## config.mk

```make
export PLATFORM = sky130hd
export DESIGN_NAME = radar_altimeter_frame_parser
export DESIGN_NICKNAME = d
export VERILOG_FILES = /design/src/sv/rafp_pkg.sv /design/src/sv/rafp_parse.sv /design/src/sv/rafp_out.sv /design/src/sv/radar_altimeter_frame_parser.sv
export SDC_FILE = /design/constraint.sdc
export NUM_CORES = 1
export LEC_CHECK = 0
export BUFFER_PORTS_ARGS = -buffer_cell sky130_fd_sc_hd__clkbuf_2
export CAP_MARGIN = 20
export CELL_PAD_IN_SITES_DETAIL_PLACEMENT = 1
export CELL_PAD_IN_SITES_GLOBAL_PLACEMENT = 2
export CORE_ASPECT_RATIO = 1.4
export CORE_MARGIN = 5
export CORE_UTILIZATION = 31
export DETAILED_ROUTE_END_ITERATION = 10
export GPL_TIMING_DRIVEN = 0
export PLACE_DENSITY = 0.73
export SLEW_MARGIN = 20
export SYNTH_ARGS = -nofsm -noshare
export SYNTH_HDL_FRONTEND = slang
export SYNTH_SLANG_ARGS = --single-unit
```

## constraint.sdc

```tcl
create_clock -name clk -period 6.1 [get_ports clk]
set_input_delay 0.61 -clock clk [delete_from_list [all_inputs] [get_ports clk]]
set_output_delay 0.61 -clock clk [all_outputs]
set_load 0.05 [all_outputs]
```

## src/sv/rafp_pkg.sv

```systemverilog
`timescale 1ns / 1ps

package rafp_pkg;

  localparam logic [7:0] HEADER_BYTE  = 8'hFE;
  localparam logic [7:0] VERSION_BYTE = 8'h01;
  localparam int unsigned MM_PER_COUNT = 45;

  localparam int unsigned RAW_W  = 16;
  localparam int unsigned DIST_W = 22;

  typedef enum logic [2:0] {
    PH_HUNT     = 3'd0,
    PH_HEADER   = 3'd1,
    PH_VERSION  = 3'd2,
    PH_ALT_LOW  = 3'd3,
    PH_ALT_HIGH = 3'd4,
    PH_SNR      = 3'd5,
    PH_CHECKSUM = 3'd6
  } phase_t;

  typedef enum logic [1:0] {
    ST_GOOD        = 2'd0,
    ST_JUNK        = 2'd1,
    ST_BAD_VERSION = 2'd2,
    ST_BAD_SUM     = 2'd3
  } status_t;

  typedef struct packed {
    status_t          status;
    logic [RAW_W-1:0] raw;
    logic [7:0]       snr;
  } res_t;

endpackage

```

## src/sv/rafp_parse.sv

```systemverilog
`timescale 1ns / 1ps

module rafp_parse (
  input  logic              clk,
  input  logic              rst,
  input  logic              in_fire,
  input  logic [7:0]        rx_byte,
  output logic              res_valid,
  output rafp_pkg::res_t    res
);

  rafp_pkg::phase_t phase;
  rafp_pkg::phase_t phase_next;
  logic [7:0] altitude_low;
  logic [7:0] altitude_high;
  logic [7:0] snr_held;
  logic [7:0] sum;

  assign sum = rafp_pkg::VERSION_BYTE + altitude_high + altitude_low + snr_held;

  always_ff @(posedge clk) begin
    if (rst) begin
      phase         <= rafp_pkg::PH_HUNT;
      altitude_low  <= 8'd0;
      altitude_high <= 8'd0;
      snr_held      <= 8'd0;
    end else if (in_fire) begin
      phase <= phase_next;
      if (phase == rafp_pkg::PH_ALT_LOW)  altitude_low  <= rx_byte;
      if (phase == rafp_pkg::PH_ALT_HIGH) altitude_high <= rx_byte;
      if (phase == rafp_pkg::PH_SNR)      snr_held      <= rx_byte;
    end
  end

  always_comb begin
    phase_next = phase;
    res_valid  = 1'b0;
    res.status = rafp_pkg::ST_GOOD;
    res.raw    = '0;
    res.snr    = '0;
    unique case (phase)
      rafp_pkg::PH_HUNT: begin
        if (rx_byte == rafp_pkg::HEADER_BYTE) phase_next = rafp_pkg::PH_VERSION;
      end
      rafp_pkg::PH_HEADER: begin
        if (rx_byte == rafp_pkg::HEADER_BYTE) begin
          phase_next = rafp_pkg::PH_VERSION;
        end else begin
          // junk where the next header should be; byte is not re-examined
          phase_next = rafp_pkg::PH_HUNT;
          res_valid  = in_fire;
          res.status = rafp_pkg::ST_JUNK;
        end
      end
      rafp_pkg::PH_VERSION: begin
        if (rx_byte == rafp_pkg::VERSION_BYTE) begin
          phase_next = rafp_pkg::PH_ALT_LOW;
        end else begin
          phase_next = rafp_pkg::PH_HUNT;
          res_valid  = in_fire;
          res.status = rafp_pkg::ST_BAD_VERSION;
        end
      end
      rafp_pkg::PH_ALT_LOW:  phase_next = rafp_pkg::PH_ALT_HIGH;
      rafp_pkg::PH_ALT_HIGH: phase_next = rafp_pkg::PH_SNR;
      rafp_pkg::PH_SNR:      phase_next = rafp_pkg::PH_CHECKSUM;
      rafp_pkg::PH_CHECKSUM: begin
        phase_next = rafp_pkg::PH_HEADER;
        res_valid  = in_fire;
        res.status = (sum == rx_byte) ? rafp_pkg::ST_GOOD : rafp_pkg::ST_BAD_SUM;
        res.raw    = {altitude_high, altitude_low};
        res.snr    = snr_held;
      end
      default: phase_next = rafp_pkg::PH_HUNT;
    endcase
  end

  a_res_needs_request: assert property (@(posedge clk) disable iff (rst)
    res_valid |-> in_fire)
    else $error("result raised without an accepted byte");

  a_checksum_to_header: assert property (@(posedge clk) disable iff (rst)
    (in_fire && phase == rafp_pkg::PH_CHECKSUM) |=> phase == rafp_pkg::PH_HEADER)
    else $error("checksum byte did not leave parser expecting a header");

  a_snr_captured: assert property (@(posedge clk) disable iff (rst)
    (in_fire && phase == rafp_pkg::PH_SNR) |=> snr_held == $past(rx_byte))
    else $error("SNR byte not captured");

endmodule

```

## src/sv/rafp_out.sv

```systemverilog
`timescale 1ns / 1ps

module rafp_out (
  input  logic                          clk,
  input  logic                          rst,
  input  logic                          res_valid,
  input  rafp_pkg::res_t                res,
  output logic                          up_ready,
  output logic                          out_valid,
  input  logic                          out_ready,
  output logic [1:0]                    status,
  output logic [rafp_pkg::DIST_W-1:0]   distance_mm,
  output logic [rafp_pkg::RAW_W-1:0]    raw_altitude,
  output logic [7:0]                    snr_value
);

  logic [rafp_pkg::DIST_W-1:0] dist_next;

  assign up_ready = !out_valid || out_ready;

  always_comb begin
    dist_next = '0;
    if (res.status == rafp_pkg::ST_GOOD) begin
      dist_next = {{(rafp_pkg::DIST_W-rafp_pkg::RAW_W){1'b0}}, res.raw}
                  * rafp_pkg::DIST_W'(rafp_pkg::MM_PER_COUNT);
    end
  end

  always_ff @(posedge clk) begin
    if (rst) begin
      out_valid <= 1'b0;
    end else if (res_valid) begin
      out_valid <= 1'b1;
    end else if (out_ready) begin
      out_valid <= 1'b0;
    end
  end

  always_ff @(posedge clk) begin
    if (res_valid) begin
      status       <= res.status;
      distance_mm  <= dist_next;
      raw_altitude <= res.raw;
      snr_value    <= res.snr;
    end
  end

  a_no_overwrite: assert property (@(posedge clk) disable iff (rst)
    (res_valid && out_valid) |-> out_ready)
    else $error("result overwrote one still waiting");

  a_distance_only_good: assert property (@(posedge clk) disable iff (rst)
    (out_valid && status != rafp_pkg::ST_GOOD) |-> distance_mm == '0)
    else $error("distance set on an error result");

  a_distance_scaled: assert property (@(posedge clk) disable iff (rst)
    (out_valid && status == rafp_pkg::ST_GOOD) |->
      distance_mm == rafp_pkg::DIST_W'(raw_altitude * rafp_pkg::DIST_W'(rafp_pkg::MM_PER_COUNT)))
    else $error("distance does not match raw altitude");

endmodule

```

## src/sv/radar_altimeter_frame_parser.sv

```systemverilog
`timescale 1ns / 1ps

// Parses six-byte altimeter frames (0xFE, 0x01, alt low, alt high, SNR, sum) from a
// byte stream, one byte per cycle. Each byte is consumed in the cycle it is accepted;
// the frame's last byte, a bad version byte or junk after a frame puts one result in
// the output register, visible the next cycle. Input ready is high whenever the
// output register is empty or being drained, so a full-rate stream keeps flowing
// as long as out_ready stays high; distance_mm is raw altitude times 45.
module radar_altimeter_frame_parser (
  input  logic                          clk,
  input  logic                          rst,
  input  logic                          in_valid,
  output logic                          in_ready,
  input  logic [7:0]                    rx_byte,
  output logic                          out_valid,
  input  logic                          out_ready,
  output logic [1:0]                    status,
  output logic [rafp_pkg::DIST_W-1:0]   distance_mm,
  output logic [rafp_pkg::RAW_W-1:0]    raw_altitude,
  output logic [7:0]                    snr_value
);

  logic           in_fire;
  logic           res_valid;
  rafp_pkg::res_t res;

  assign in_fire = in_valid && in_ready;

  rafp_parse u_parse (
    .clk       (clk),
    .rst       (rst),
    .in_fire   (in_fire),
    .rx_byte   (rx_byte),
    .res_valid (res_valid),
    .res       (res)
  );

  rafp_out u_out (
    .clk          (clk),
    .rst          (rst),
    .res_valid    (res_valid),
    .res          (res),
    .up_ready     (in_ready),
    .out_valid    (out_valid),
    .out_ready    (out_ready),
    .status       (status),
    .distance_mm  (distance_mm),
    .raw_altitude (raw_altitude),
    .snr_value    (snr_value)
  );

endmodule

```

Yosys cells after proc, flatten, opt, wreduce, memory -nomap -nowiden
Cells that the tools add are included.
{ "totals": {"register_bits": 76, "latch_bits": 0, "ramBits": 0, "rom_bits": 0, "in_bits": 12, "word_cells": 47, "n_memories": 0} }
{ "classes": {"add_sub_neg": 3, "n_mul": 1, "div": 0, "magnitude_cmp": 0, "n_eq_ne": 10, "n_shift": 0, "mux": 14, "bitwise": 0, "reduce_logical": 10} }
{ "op_table": {"columns": ["op", "count"], "rows": [
  ["24-bit 2-to-1 mux", 1],
  ["16-bit by 6-bit multiplier with 22-bit output, second input constant", 1],
  ["3-bit case mux with 7 select lines", 1],
  ["8-bit adder", 2],
  ["3-bit == test, second input constant", 3],
  ["1-bit by 8-bit adder with 8-bit output, first input constant", 1],
  ["8-bit by 1-bit == test with 1-bit output, second input constant", 1],
  ["8-bit == test", 1],
  ["8-bit == test, second input constant", 1],
  ["2-bit 2-to-1 mux", 4],
  ["2-bit AND reduction", 4],
  ["3-bit by 2-bit == test with 1-bit output, second input constant", 2],
  ["2-bit case mux with 3 select lines", 1],
  ["1-bit 2-to-1 mux", 5],
  ["3-bit by 1-bit == test with 1-bit output, second input constant", 1],
  ["3-bit logical NOT", 1],
  ["3-bit 2-to-1 mux", 1],
  ["1-bit case mux with 3 select lines", 1],
  ["2-bit logical NOT", 1],
  ["2-bit by 1-bit != test with 1-bit output, second input constant", 1],
  ["2-bit nonzero test", 1],
  ["1-bit logical AND", 1],
  ["1-bit logical NOT", 1],
  ["1-bit logical OR", 1]
]} }

Logic depth before layout (Yosys ltp)
Gate-level depths: netlist of the first run.
{ "depth": {"ltp_word": 7, "mapped_depth": 18} }

By module
Synthesis of the first run repeated with hierarchy kept, for this count alone.
{ "unflattened": {"cells_unflattened": 535, "area_unflattened_um2": 5277.6} }
{ "modules_own_cells": {"columns": ["mod", "instances", "cells_each", "area_per_inst_um2", "seq_area_each_um2"], "rows": [
  ["rafp_out", 1, 307, 3490.8, 1461.4],
  ["rafp_parse", 1, 227, 1780.5, 540.5],
  ["radar_altimeter_frame_parser", 1, 1, 6.3, 0.0]
]} }

Worst setup path after synthesis of the first run
Ideal clock, no wire load.
{ "synth_path": {"kind": "register -> register", "startpoint": "reg u_parse.phase[0]", "endpoint": "reg u_out.distance_mm[21] (netlist bit), data pin", "arrival_ns": 4.076, "path_slack_ns": 1.752, "path_stages_with_launch": 19, "n_path_buf": 4, "synth_period_minus_slack_ns": 4.348, "path_cell_list": "dfxtp_1 -> clkbuf_1 -> nor2b_1 -> buf_2 -> clkbuf_1 -> and3_1 -> ha_1 -> inv_1 -> fa_1 -> fa_1 -> inv_1 -> ha_1 -> buf_2 -> a211oi_1 -> o21bai_1 -> a2111oi_2 -> nor2_1 -> a221oi_1 -> nor3_1"} }
{ "synth_lines": {"columns": ["item", "line_no", "text"], "rows": [
  ["start, declared", "rafp_parse.sv:12", "rafp_pkg::phase_t phase;"],
  ["start signal, assigned", "rafp_parse.sv:23", "phase <= rafp_pkg::PH_HUNT;"],
  ["start signal, assigned", "rafp_parse.sv:28", "phase <= phase_next;"],
  ["end signal, assigned", "rafp_out.sv:42", "distance_mm <= dist_next;"],
  ["end, declared", "rafp_out.sv:12", "output logic [rafp_pkg::DIST_W-1:0] distance_mm,"]
]} }

==> impl_metrics.env, run 1 <==
export IMPL_outcome="completed"
export IMPL_cts_tree="done"
export IMPL_placementRows=57
export IMPL_placed_area_mm2=0.00607
export IMPL_port_buffers=60
export IMPL_crit_start="u_parse.phase[1]"
export IMPL_post_cts_buffers=0
export IMPL_worstHoldStart="u_parse.snr_held[0]"
export IMPL_grt_pass1_wl_um=23900
export IMPL_postRouteAntennaNets=0
export IMPL_fin_crit_ps=5400
export IMPL_die_y_um=167
export IMPL_r2r_start="u_parse.phase[1]"
export IMPL_slew_headroom_pct=54.7
export IMPL_synth_avg_cell_area_um2=10.1
export IMPL_antenna_cells=0
export IMPL_htree_levels=3
export IMPL_fmax_ghz=0.185
export IMPL_routed_wl_um=14700
export IMPL_syn_inst=542
export IMPL_drt_pass1_iter_count=4
export IMPL_cp_arrival_ps=5460
export IMPL_worst_pin_slew_ps=671
export IMPL_fp_dieW_um=122
export IMPL_initial_core_util_pct=31.5
export IMPL_synth_area_mm2=0.00546
export IMPL_drive_gt1_share_pct=15.3
export IMPL_grt_max_degree=38
export IMPL_finalSetupTns_ps=0
export IMPL_globalplace_congestion=0.928
export IMPL_rsz0062_at_grt="false"
export IMPL_synth_nets=626
export IMPL_grt_antenna_before_repair=0
export IMPL_synth_edf_count=48
export IMPL_finalCritPeriodShare_pct=88.6
export IMPL_io_pins=62
export IMPL_required_ps=6160
export IMPL_synthToLayoutAreaGrowth_pct=17.5
export IMPL_cts_hold_buf=0
export IMPL_fin_nets=698
export IMPL_path_clk_slew_ps=70
export IMPL_clock_sinks=76
export IMPL_p_leak_nw=2.91
export IMPL_cts_resized=0
export IMPL_ys_warn_count=0
export IMPL_ys_seq_area_share_pct=36.7
export IMPL_worstHoldPathType="flip-flop to flip-flop"
export IMPL_synth_distinct_cells=58
export IMPL_whs_ps=512
export IMPL_numCtsBuffers=9
export IMPL_dp_cells=839
export IMPL_finalHoldViolCount=0
export IMPL_crit_fanout=10
export IMPL_first_iter_violations=142
export IMPL_stdcell_count=855
export IMPL_final_setup_viol_count=0
export IMPL_post_drt_wl_per_cell_um=17.2
export IMPL_route_detailed_drc=0
export IMPL_critical_path_class="flip-flop to flip-flop"
export IMPL_cts_root_buffer="clkbuf_16"
export IMPL_fin_area_mm2=0.00641
export IMPL_cp_start_kind="flip-flop"
export IMPL_ys_seq_elements=76
export IMPL_vias=4205
export IMPL_drv_cap=0
export IMPL_clock_skew_ps=8.70
export IMPL_dp_hpwl_um=12000
export IMPL_clk_latency_ps=340
export IMPL_crit_path_end_kind="flip-flop"
export IMPL_die_area_mm2=0.0204
export IMPL_ir_drop_uv=95.9
export IMPL_power_density_mw_per_mm2=186
export IMPL_slew_violations=0
export IMPL_grtUsageTotal_pct=15.1
export IMPL_grt_pass1_vias=4636
export IMPL_coreArea_mm2=0.0173
export IMPL_viasPerCell=4.92
export IMPL_synthArstFlopShare_pct=0
export IMPL_grt_ovfl_total=0
export IMPL_synth_flop_cell="edfxtp_1"
export IMPL_clockBufferDepth=2
[cell usage after synthesis (2+ instances only)]
| cell type | number | share of area [%] |
|---|---|---|
| inv_1 | 58 | 4.0 |
| nor2_1 | 56 | 3.9 |
| edfxtp_1 | 48 | 26 |
| ha_1 | 44 | 10 |
| nand2_1 | 30 | 2.1 |
| dfxtp_1 | 28 | 10 |
| fa_1 | 28 | 10 |
| and3_1 | 26 | 3.0 |
| xnor2_1 | 26 | 4.2 |
| mux2i_1 | 24 | 4.4 |
| nor3_1 | 20 | 1.8 |
| a21oi_1 | 16 | 1.5 |
| o21ai_0 | 15 | 1.4 |
| xor2_1 | 13 | 2.1 |
| clkbuf_1 | 11 | 0.76 |
| a21o_1 | 7 | 0.96 |
| and2_1 | 7 | 0.80 |
| nor4_1 | 7 | 0.80 |
| o21bai_1 | 7 | 0.96 |
| a31oi_1 | 6 | 0.69 |
| a211oi_1 | 5 | 0.69 |
| nand2b_1 | 5 | 0.57 |
| nand3_1 | 4 | 0.37 |
| nor2b_1 | 4 | 0.46 |
| buf_2 | 3 | 0.28 |
| a211oi_2 | 2 | 0.46 |
| a31o_2 | 2 | 0.32 |
| buf_1 | 2 | 0.14 |
| buf_6 | 2 | 0.41 |
| nand4_1 | 2 | 0.23 |
| nor3b_1 | 2 | 0.28 |
| nor4b_1 | 2 | 0.32 |
| o2111ai_1 | 2 | 0.32 |
| or2_2 | 2 | 0.23 |
| or3_1 | 2 | 0.23 |
| or4_1 | 2 | 0.28 |
[state kept, by name, indices dropped and copies added, names as in the netlist]
register,flops
u_parse.altitude_low,8
u_out.out_valid,1
u_out.raw_altitude,16
u_parse.snr_held,8
u_out.distance_mm,22
u_out.snr_value,8
u_parse.altitude_high,8
u_parse.phase,3
u_out.status,2
[final cells by class]
type	instances	area [um2]
timing repair buffer	61	320
tap	236	295
inverter	58	218
clock buffer	10	229
sequential	76	2000
clock inverter	6	113
fill	1978	10900
multi-input combinational	389	3140
buffer	19	93.8
[cell usage in the layout, fill, tap and decap left out, types with 16 or more instances in the layout]
| cell | netlist | final |
|---|---|---|
| clkbuf_2 | 0 | 60 |
| and3_1 | 26 | 26 |
| nand2_1 | 30 | 30 |
| edfxtp_1 | 48 | 48 |
| inv_1 | 58 | 57 |
| ha_1 | 44 | 44 |
| nor2_1 | 56 | 56 |
| fa_1 | 28 | 28 |
| a21oi_1 | 16 | 16 |
| xnor2_1 | 26 | 26 |
| nor3_1 | 20 | 20 |
| mux2i_1 | 24 | 24 |
| dfxtp_1 | 28 | 28 |
[logic make-up after synthesis]
family          count (synthesis)  synth area share, %
compound gates                 76                 9.75
xor+xnor                       40                 6.56
fa+ha+maj                      72                 20.4
buf+inv                        77                 5.71
flops                          76                 36.7
mux                            24                 4.40
simple gates                  177                 16.5
[where the power goes]
group	internal (W)	total (W)	leakage, nW	switching, W
Sequential	0.000540	0.000540	0.566	0.0000000888
Combinational	0.00000715	0.0000229	2.18	0.0000158
Clock	0.000401	0.000628	0.167	0.000227
Total	0.000948	0.00119	2.91	0.000243
[final timing paths]
| kind | to | slack, ps | depth (start not counted) |
|---|---|---|---|
| setup reg to reg | u_out.distance_mm[21] | 700 | 17 |
| hold / removal | u_parse.snr_held[0] | 510 | 2 |
| hold reg to reg | u_parse.snr_held[0] | 510 | 2 |
| setup / recovery | u_out.distance_mm[21] | 700 | 17 |
[metrics by stage]
step | util [%] | setup WS [ps] | total power [W]
finish | 37.0 | 696 | 0.00119
global route | 37.0 | 169 | 0.00122
CTS | 37.0 | 679 | 0.00120
detailed placement | 35.0 | 717 | 0.000575
global placement | 34.9 | 818 | 0.000574
floorplan | - | 1750 | 0.000562
[worst max-delay path, stage by stage (launching register included)]
cell and delay [ps]:
dfxtp_1 480, nor2b_1 220, buf_2 220, clkbuf_1 320, and3_1 310, ha_1 290
inv_1 80, fa_1 430, fa_1 510, inv_1 40, ha_1 270, buf_2 170
a211oi_1 290, nor2_1 110, o41ai_1 570, nor2_1 150, a221oi_1 540, nor3_1 100
[per-layer routing]
metal  GRT usage, %  vias to the layer above  share of wire (%)  wire (um)
met2           28.0                       77                 55       8130
met5              0                        -                  0          0
met3           2.10                       30                2.7        391
met4           7.36                        0                3.7        545
met1           16.4                     2063                 39       5680
li1               -                     2035                  -          -
No activity file was read; power rests on OpenSTA's default activity.
==> run 2, diff against run 1 <==
- CORE_UTILIZATION: 31 -> 38
- PLACE_DENSITY: 0.73 -> 0.85
==> run 2 against run 1 <==
Compared with the run above: clock power is 15% lower; critical endpoint unchanged; clock skew hardly changed; critical path depth did not move.
==> impl_metrics.env, run 2 (same netlist as run 1, synthesis figures left out) <==
export IMPL_use_met2_pct=33.8
export IMPL_die_area_mm2=0.0169
export IMPL_critPathSlowestCell="o41ai_1"
export IMPL_ir_drop_uv=110
export IMPL_multi_input_area_mm2=0.00314
export IMPL_worstHoldPathType="flip-flop to flip-flop"
export IMPL_first_iter_violations=115
export IMPL_regMostFlops="u_out.distance_mm"
export IMPL_vias=4122
export IMPL_htree_levels=3
export IMPL_drive_gt1_share_pct=15.3
export IMPL_antenna_cells=0
export IMPL_p_clk_share_pct=48.6
export IMPL_placementRows=51
export IMPL_die_y_um=152
export IMPL_port_buffers=60
export IMPL_met3_usage_pct=2.66
export IMPL_critical_path_class="flip-flop to flip-flop"
export IMPL_finalCritPeriodShare_pct=87.1
export IMPL_globalplace_congestion=0.854
export IMPL_grtUsageTotal_pct=17.1
export IMPL_path_cells="nor2b_1 > buf_2 > clkbuf_1 > and3_1 > ha_1 > inv_1 > fa_1 > fa_1 > inv_1 > ha_1 > buf_2 > a211oi_1 > nor2_1 > o41ai_1 > nor2_1 > a221oi_1 > nor3_1"
export IMPL_io_pins=62
export IMPL_pwr_share_comb_pct=2.0
export IMPL_worst_pin_slew_ps=648
export IMPL_post_cts_buffers=0
export IMPL_numCtsBuffers=9
export IMPL_clock_skew_ps=8.25
export IMPL_viasPerCell=5.13
export IMPL_fin_area_mm2=0.00630
export IMPL_synthToLayoutAreaGrowth_pct=15.5
export IMPL_drv_cap=0
export IMPL_drt_pass1_iter_count=4
export IMPL_cts_root_buffer="clkbuf_16"
export IMPL_whs_ps=514
export IMPL_clock_sinks=76
export IMPL_path_clk_slew_ps=60
export IMPL_grt_pass1_vias=4465
export IMPL_r2r_slack_ps=790
export IMPL_fin_crit_ps=5310
export IMPL_final_cell_mix="clkbuf_2, inv_1, nor2_1, edfxtp_1, ha_1"
export IMPL_power_switching_w=0.000231
export IMPL_outcome="completed"
export IMPL_fin_nets=698
export IMPL_worst_slack_ps=789
export IMPL_swShare_pct=21.1
export IMPL_busiest_layer="met2"
export IMPL_crit_path_end_kind="flip-flop"
export IMPL_clockBufferDepth=2
export IMPL_rsz0062_at_grt="false"
export IMPL_fill_cells=1637
export IMPL_final_setup_viol_count=0
export IMPL_placed_area_mm2=0.00601
export IMPL_power_frac_seq_pct=49.3
export IMPL_power_w=0.00110
export IMPL_final_common_cell="clkbuf_2"
export IMPL_regArea_mm2=0.00200
export IMPL_cp_start_kind="flip-flop"
export IMPL_finalSetupTns_ps=0
export IMPL_reg_top3="u_out.distance_mm: 22 flops, u_out.raw_altitude: 16 flops"
export IMPL_grt_ovfl_total=0
export IMPL_cts_hold_buf=0
export IMPL_clk_latency_ps=340
export IMPL_grt_pass1_wl_um=22700
export IMPL_cts_resized=0
export IMPL_postRouteAntennaNets=0
export IMPL_cp_arrival_ps=5370
export IMPL_slew_violations=0
export IMPL_dp_hpwl_um=11400
export IMPL_largest_register_ffs=22
export IMPL_crit_fanout=10
export IMPL_p_leak_nw=2.88
export IMPL_initial_core_util_pct=38.9
export IMPL_post_drt_wl_per_cell_um=17.1
export IMPL_slew_headroom_pct=56.3
export IMPL_routed_wl_um=13800
export IMPL_coreArea_mm2=0.0140
export IMPL_pre_cts_ws_ps=806
export IMPL_fmax_ghz=0.188
export IMPL_finalHoldViolCount=0
export IMPL_required_ps=6160
export IMPL_cp_slowest_stage_delay_ps=550
export IMPL_grt_antenna_before_repair=0
export IMPL_power_density_mw_per_mm2=174
export IMPL_cts_tree="done"
export IMPL_grt_util_met1_pct=18.1
export IMPL_internal_power_w=0.000864
export IMPL_fp_dieW_um=111
export IMPL_route_detailed_drc=0
export IMPL_grt_max_degree=39
## run 2: changes by cell type in the layout (fill, tap and decap cells not counted)
cell and change:
bufinv_16 -2, clkinv_2 +1, clkinv_4 -2, clkinvlp_4 +2, inv_6 +1
## run 2: final cells by class
type	count	share of cell area (%)
Timing Repair Buffer	61	5.08
Buffer	19	1.49
Sequential cell	76	31.8
Multi-Input combinational cell	389	49.9
Clock inverter	6	1.01
Clock buffer	10	3.63
Tap cell	185	3.67
Inverter	58	3.46
## run 2: path summary, 6_finish.rpt
kind,start,end,cells after the start
worst min register to register,u_parse.snr_held[0],u_parse.snr_held[0],2
worst max-delay path,u_parse.phase[1],u_out.distance_mm[21],17
worst min-delay path,u_parse.snr_held[0],u_parse.snr_held[0],2
worst max register to register,u_parse.phase[1],u_out.distance_mm[21],17
## run 2: layer usage
layer / vias up / part of all wire, %
met4: 0 / 2.6
li1: 2036 / -
met2: 67 / 56
met5: - / 0
met1: 1996 / 38
met3: 23 / 2.7
## run 2: metrics by stage
stage                     util (%)  std cells
after floorplan                  -        542
after global placement        42.6        787
after detailed placement      42.8        788
after CTS                     44.9        804
after global routing          44.9        804
final                         44.9        804
## run 2: power groups by stage
stage          sequential [W]  combinational (W)  clock, W
2_1_floorplan        0.000552         0.00000989         0
3_3_place_gp         0.000551          0.0000221         0
3_5_place_dp         0.000551          0.0000229         0
4_1_cts              0.000540          0.0000229  0.000547
5_1_grt              0.000540          0.0000247  0.000568
6_report             0.000540          0.0000224  0.000533
## run 2: worst max-delay path: cells and delay by family, from the launching register on
kind / cells / cell delay (ps)
AOI/OAI and AO/OA: 3 / 1380
and+or+nand+nor: 5 / 780
DFF: 1 / 470
buffers and inverters: 5 / 930
adders and majority gates: 4 / 1470
==> run 3, diff against run 2 <==
- ABC_AREA: not set -> 1
- CORE_UTILIZATION: 38 -> 36
- PLACE_DENSITY: 0.85 -> 0.86
==> run 3 against run 2 <==
Compared with the run above: cell count increased by 19%; final area is 3.3% higher; combinational power is 29% higher; flip-flop and latch count unchanged; critical path depth is 4 higher; setup slack gained 410 ps.
==> impl_metrics.env, run 3 <==
export IMPL_die_area_mm2=0.0183
export IMPL_ys_seq_area_share_pct=35.4
export IMPL_outcome="completed"
export IMPL_synth_area_leader_cell="edfxtp_1"
export IMPL_die_y_um=158
export IMPL_drt_pass1_iter_count=4
export IMPL_yosysMostFrequentCell="inv_1"
export IMPL_path_clk_slew_ps=70
export IMPL_ys_warn_count=0
export IMPL_p_clk_share_pct=48.2
export IMPL_required_ps=6200
export IMPL_pwr_share_comb_pct=2.6
export IMPL_finalCritPeriodShare_pct=80.4
export IMPL_reg_top3="u_out.distance_mm: 22 flops, u_out.raw_altitude: 16 flops"
export IMPL_first_iter_violations=164
export IMPL_post_drt_wl_per_cell_um=15.2
export IMPL_synth_distinct_cells=34
export IMPL_antenna_cells=0
export IMPL_ys_top_cells_by_area="edfxtp_1, dfxtp_1, fa_1"
export IMPL_drive_gt1_share_pct=15.7
export IMPL_grt_pass1_wl_um=24400
export IMPL_fin_nets=837
export IMPL_regMostFlops="u_out.distance_mm"
export IMPL_grt_antenna_before_repair=0
export IMPL_fin_crit_ps=4900
export IMPL_grt_max_degree=49
export IMPL_clockBufferDepth=2
export IMPL_htree_levels=3
export IMPL_power_frac_seq_pct=49.1
export IMPL_placementRows=54
export IMPL_cts_root_buffer="clkbuf_16"
export IMPL_slew_headroom_pct=54.4
export IMPL_synth_avg_cell_area_um2=8.30
export IMPL_coreArea_mm2=0.0155
export IMPL_cp_arrival_ps=5010
export IMPL_synth_nets=765
export IMPL_finalSetupTns_ps=0
export IMPL_grtUsageTotal_pct=17.2
export IMPL_io_pins=62
export IMPL_globalplace_congestion=0.858
export IMPL_numCtsBuffers=9
export IMPL_pre_cts_ws_ps=1080
export IMPL_cts_tree="done"
export IMPL_crit_path_end_kind="flip-flop"
export IMPL_fp_dieW_um=116
export IMPL_power_density_mw_per_mm2=169
export IMPL_whs_ps=499
export IMPL_clock_sinks=76
export IMPL_p_leak_nw=3.12
export IMPL_ir_drop_uv=99.0
export IMPL_ys_seq_elements=76
export IMPL_viasPerCell=4.83
export IMPL_worst_pin_slew_ps=684
export IMPL_dp_hpwl_um=12300
export IMPL_postRouteAntennaNets=0
export IMPL_synth_edf_count=48
export IMPL_routed_wl_um=14500
export IMPL_port_buffers=61
export IMPL_fin_area_mm2=0.00651
export IMPL_critPathSlowestCell="fa_1"
export IMPL_swShare_pct=23.4
export IMPL_vias=4607
export IMPL_largest_register_ffs=22
export IMPL_final_cell_mix="inv_1, nand2_1, nor2_1, clkbuf_2"
export IMPL_synth_common_cells="inv_1, nand2_1, nor2_1"
export IMPL_placed_area_mm2=0.00621
export IMPL_drv_cap=0
export IMPL_post_cts_buffers=0
export IMPL_synth_flop_cell="edfxtp_1"
export IMPL_clock_skew_ps=14.8
export IMPL_fmax_ghz=0.204
export IMPL_stdcell_count=954
export IMPL_rsz0062_at_grt="false"
export IMPL_cts_resized=0
export IMPL_synthToLayoutAreaGrowth_pct=15.1
export IMPL_synthArstFlopShare_pct=0
export IMPL_grt_pass1_vias=5148
export IMPL_crit_fanout=10
export IMPL_route_detailed_drc=0
export IMPL_netlist_area_leader_share_pct=25.5
export IMPL_final_setup_viol_count=0
export IMPL_path_cells="inv_1 > nor2_1 > inv_2 > nor2_4 > inv_2 > buf_6 > clkbuf_1 > nor2_1 > ha_1 > fa_1 > inv_1 > fa_1 > inv_1 > ha_1 > a21oi_1 > a21boi_0 > nor3_1 > nor2_1 > nand3b_1 > nand2_1 > nor2_2"
export IMPL_internal_power_w=0.000843
export IMPL_critical_path_class="flip-flop to flip-flop"
export IMPL_synth_area_mm2=0.00565
export IMPL_slew_violations=0
export IMPL_cts_hold_buf=0
export IMPL_finalHoldViolCount=0
export IMPL_grt_ovfl_total=0
export IMPL_syn_inst=681
export IMPL_initial_core_util_pct=36.4
export IMPL_power_switching_w=0.000257
export IMPL_cp_start_kind="flip-flop"
export IMPL_worst_slack_ps=1200
export IMPL_dp_cells=938
export IMPL_worstHoldPathType="flip-flop to flip-flop"
export IMPL_clk_latency_ps=350
export IMPL_cp_slowest_stage_delay_ps=490
export IMPL_final_common_cell="inv_1"
==> run 3: cell types whose count changed after synthesis, moves of 15 or more <==
| cell | delta |
|---|---|
| nand2_1 | +87 |
| and3_1 | -26 |
| nor3_1 | -15 |
| nand3_1 | +18 |
| o21ai_0 | +22 |
| nor2_2 | +17 |
| mux2i_1 | -24 |
| xnor2_1 | -17 |
| a21oi_1 | +32 |
| inv_1 | +87 |
==> run 3: per-stage QoR <==
step                      utilization [%]  total power, W
after CTS                            41.9         0.00112
final                                41.9         0.00110
after floorplan                         -        0.000567
after detailed placement             40.0        0.000581
after global placement               39.9        0.000580
after global routing                 41.9         0.00114
==> run 3: cell type report <==
cell class	count	area, um2
repair buffers	61	305
plain buffers	9	66.3
clock buffers	10	239
clock inverters	6	53.8
flip-flops and latches	76	2000
multi-input cells	448	3040
fillers	1935	9030
well taps	196	245
inverters	148	556
==> run 3: logic make-up after synthesis <==
group / share of synthesized area [%]
and+or+nand+nor: 20.7
DFF: 35.4
xor gates and xnor gates: 4.12
adders and majority gates: 19.7
AOI/OAI and AO/OA: 9.06
buffers and inverters: 11.0
==> run 3: per-layer routing <==
metal | global-route usage [%] | vias up | part of all wire (%)
met1 | 16.7 | 2218 | 36
met3 | 2.60 | 34 | 2.8
met2 | 34.6 | 67 | 58
li1 | - | 2288 | -
met5 | 0 | - | 0
met4 | 7.46 | 0 | 3.7
==> run 3: critical path, delay by kind of cell, from the launching register on <==
kind                     cells  cell delay, ps
AND/OR/NAND/NOR              8            1200
buffers and inverters        7             800
adder cells (fa/ha/maj)      4            1680
flip-flops                   1             380
AO/OA/AOI/OAI                2             570
==> run 3: power groups by stage <==
stage / combinational [W] / clock, W / sequential (W)
3_5_place_dp: 0.0000289 / 0 / 0.000552
2_1_floorplan: 0.0000138 / 0 / 0.000554
4_1_cts: 0.0000292 / 0.000547 / 0.000540
3_3_place_gp: 0.0000285 / 0 / 0.000552
6_report: 0.0000289 / 0.000531 / 0.000541
5_1_grt: 0.0000321 / 0.000571 / 0.000540
==> run 3: worst paths after layout <==
path,startpoint,end,slack [ps],cells past startpoint
worst min-delay path,u_parse.altitude_high[4],u_parse.altitude_high[4],500,2
worst min register to register,u_parse.altitude_high[4],u_parse.altitude_high[4],500,2
worst max register to register,u_parse.phase[1],u_out.distance_mm[19],1200,21
worst max-delay path,u_parse.phase[1],u_out.distance_mm[19],1200,21
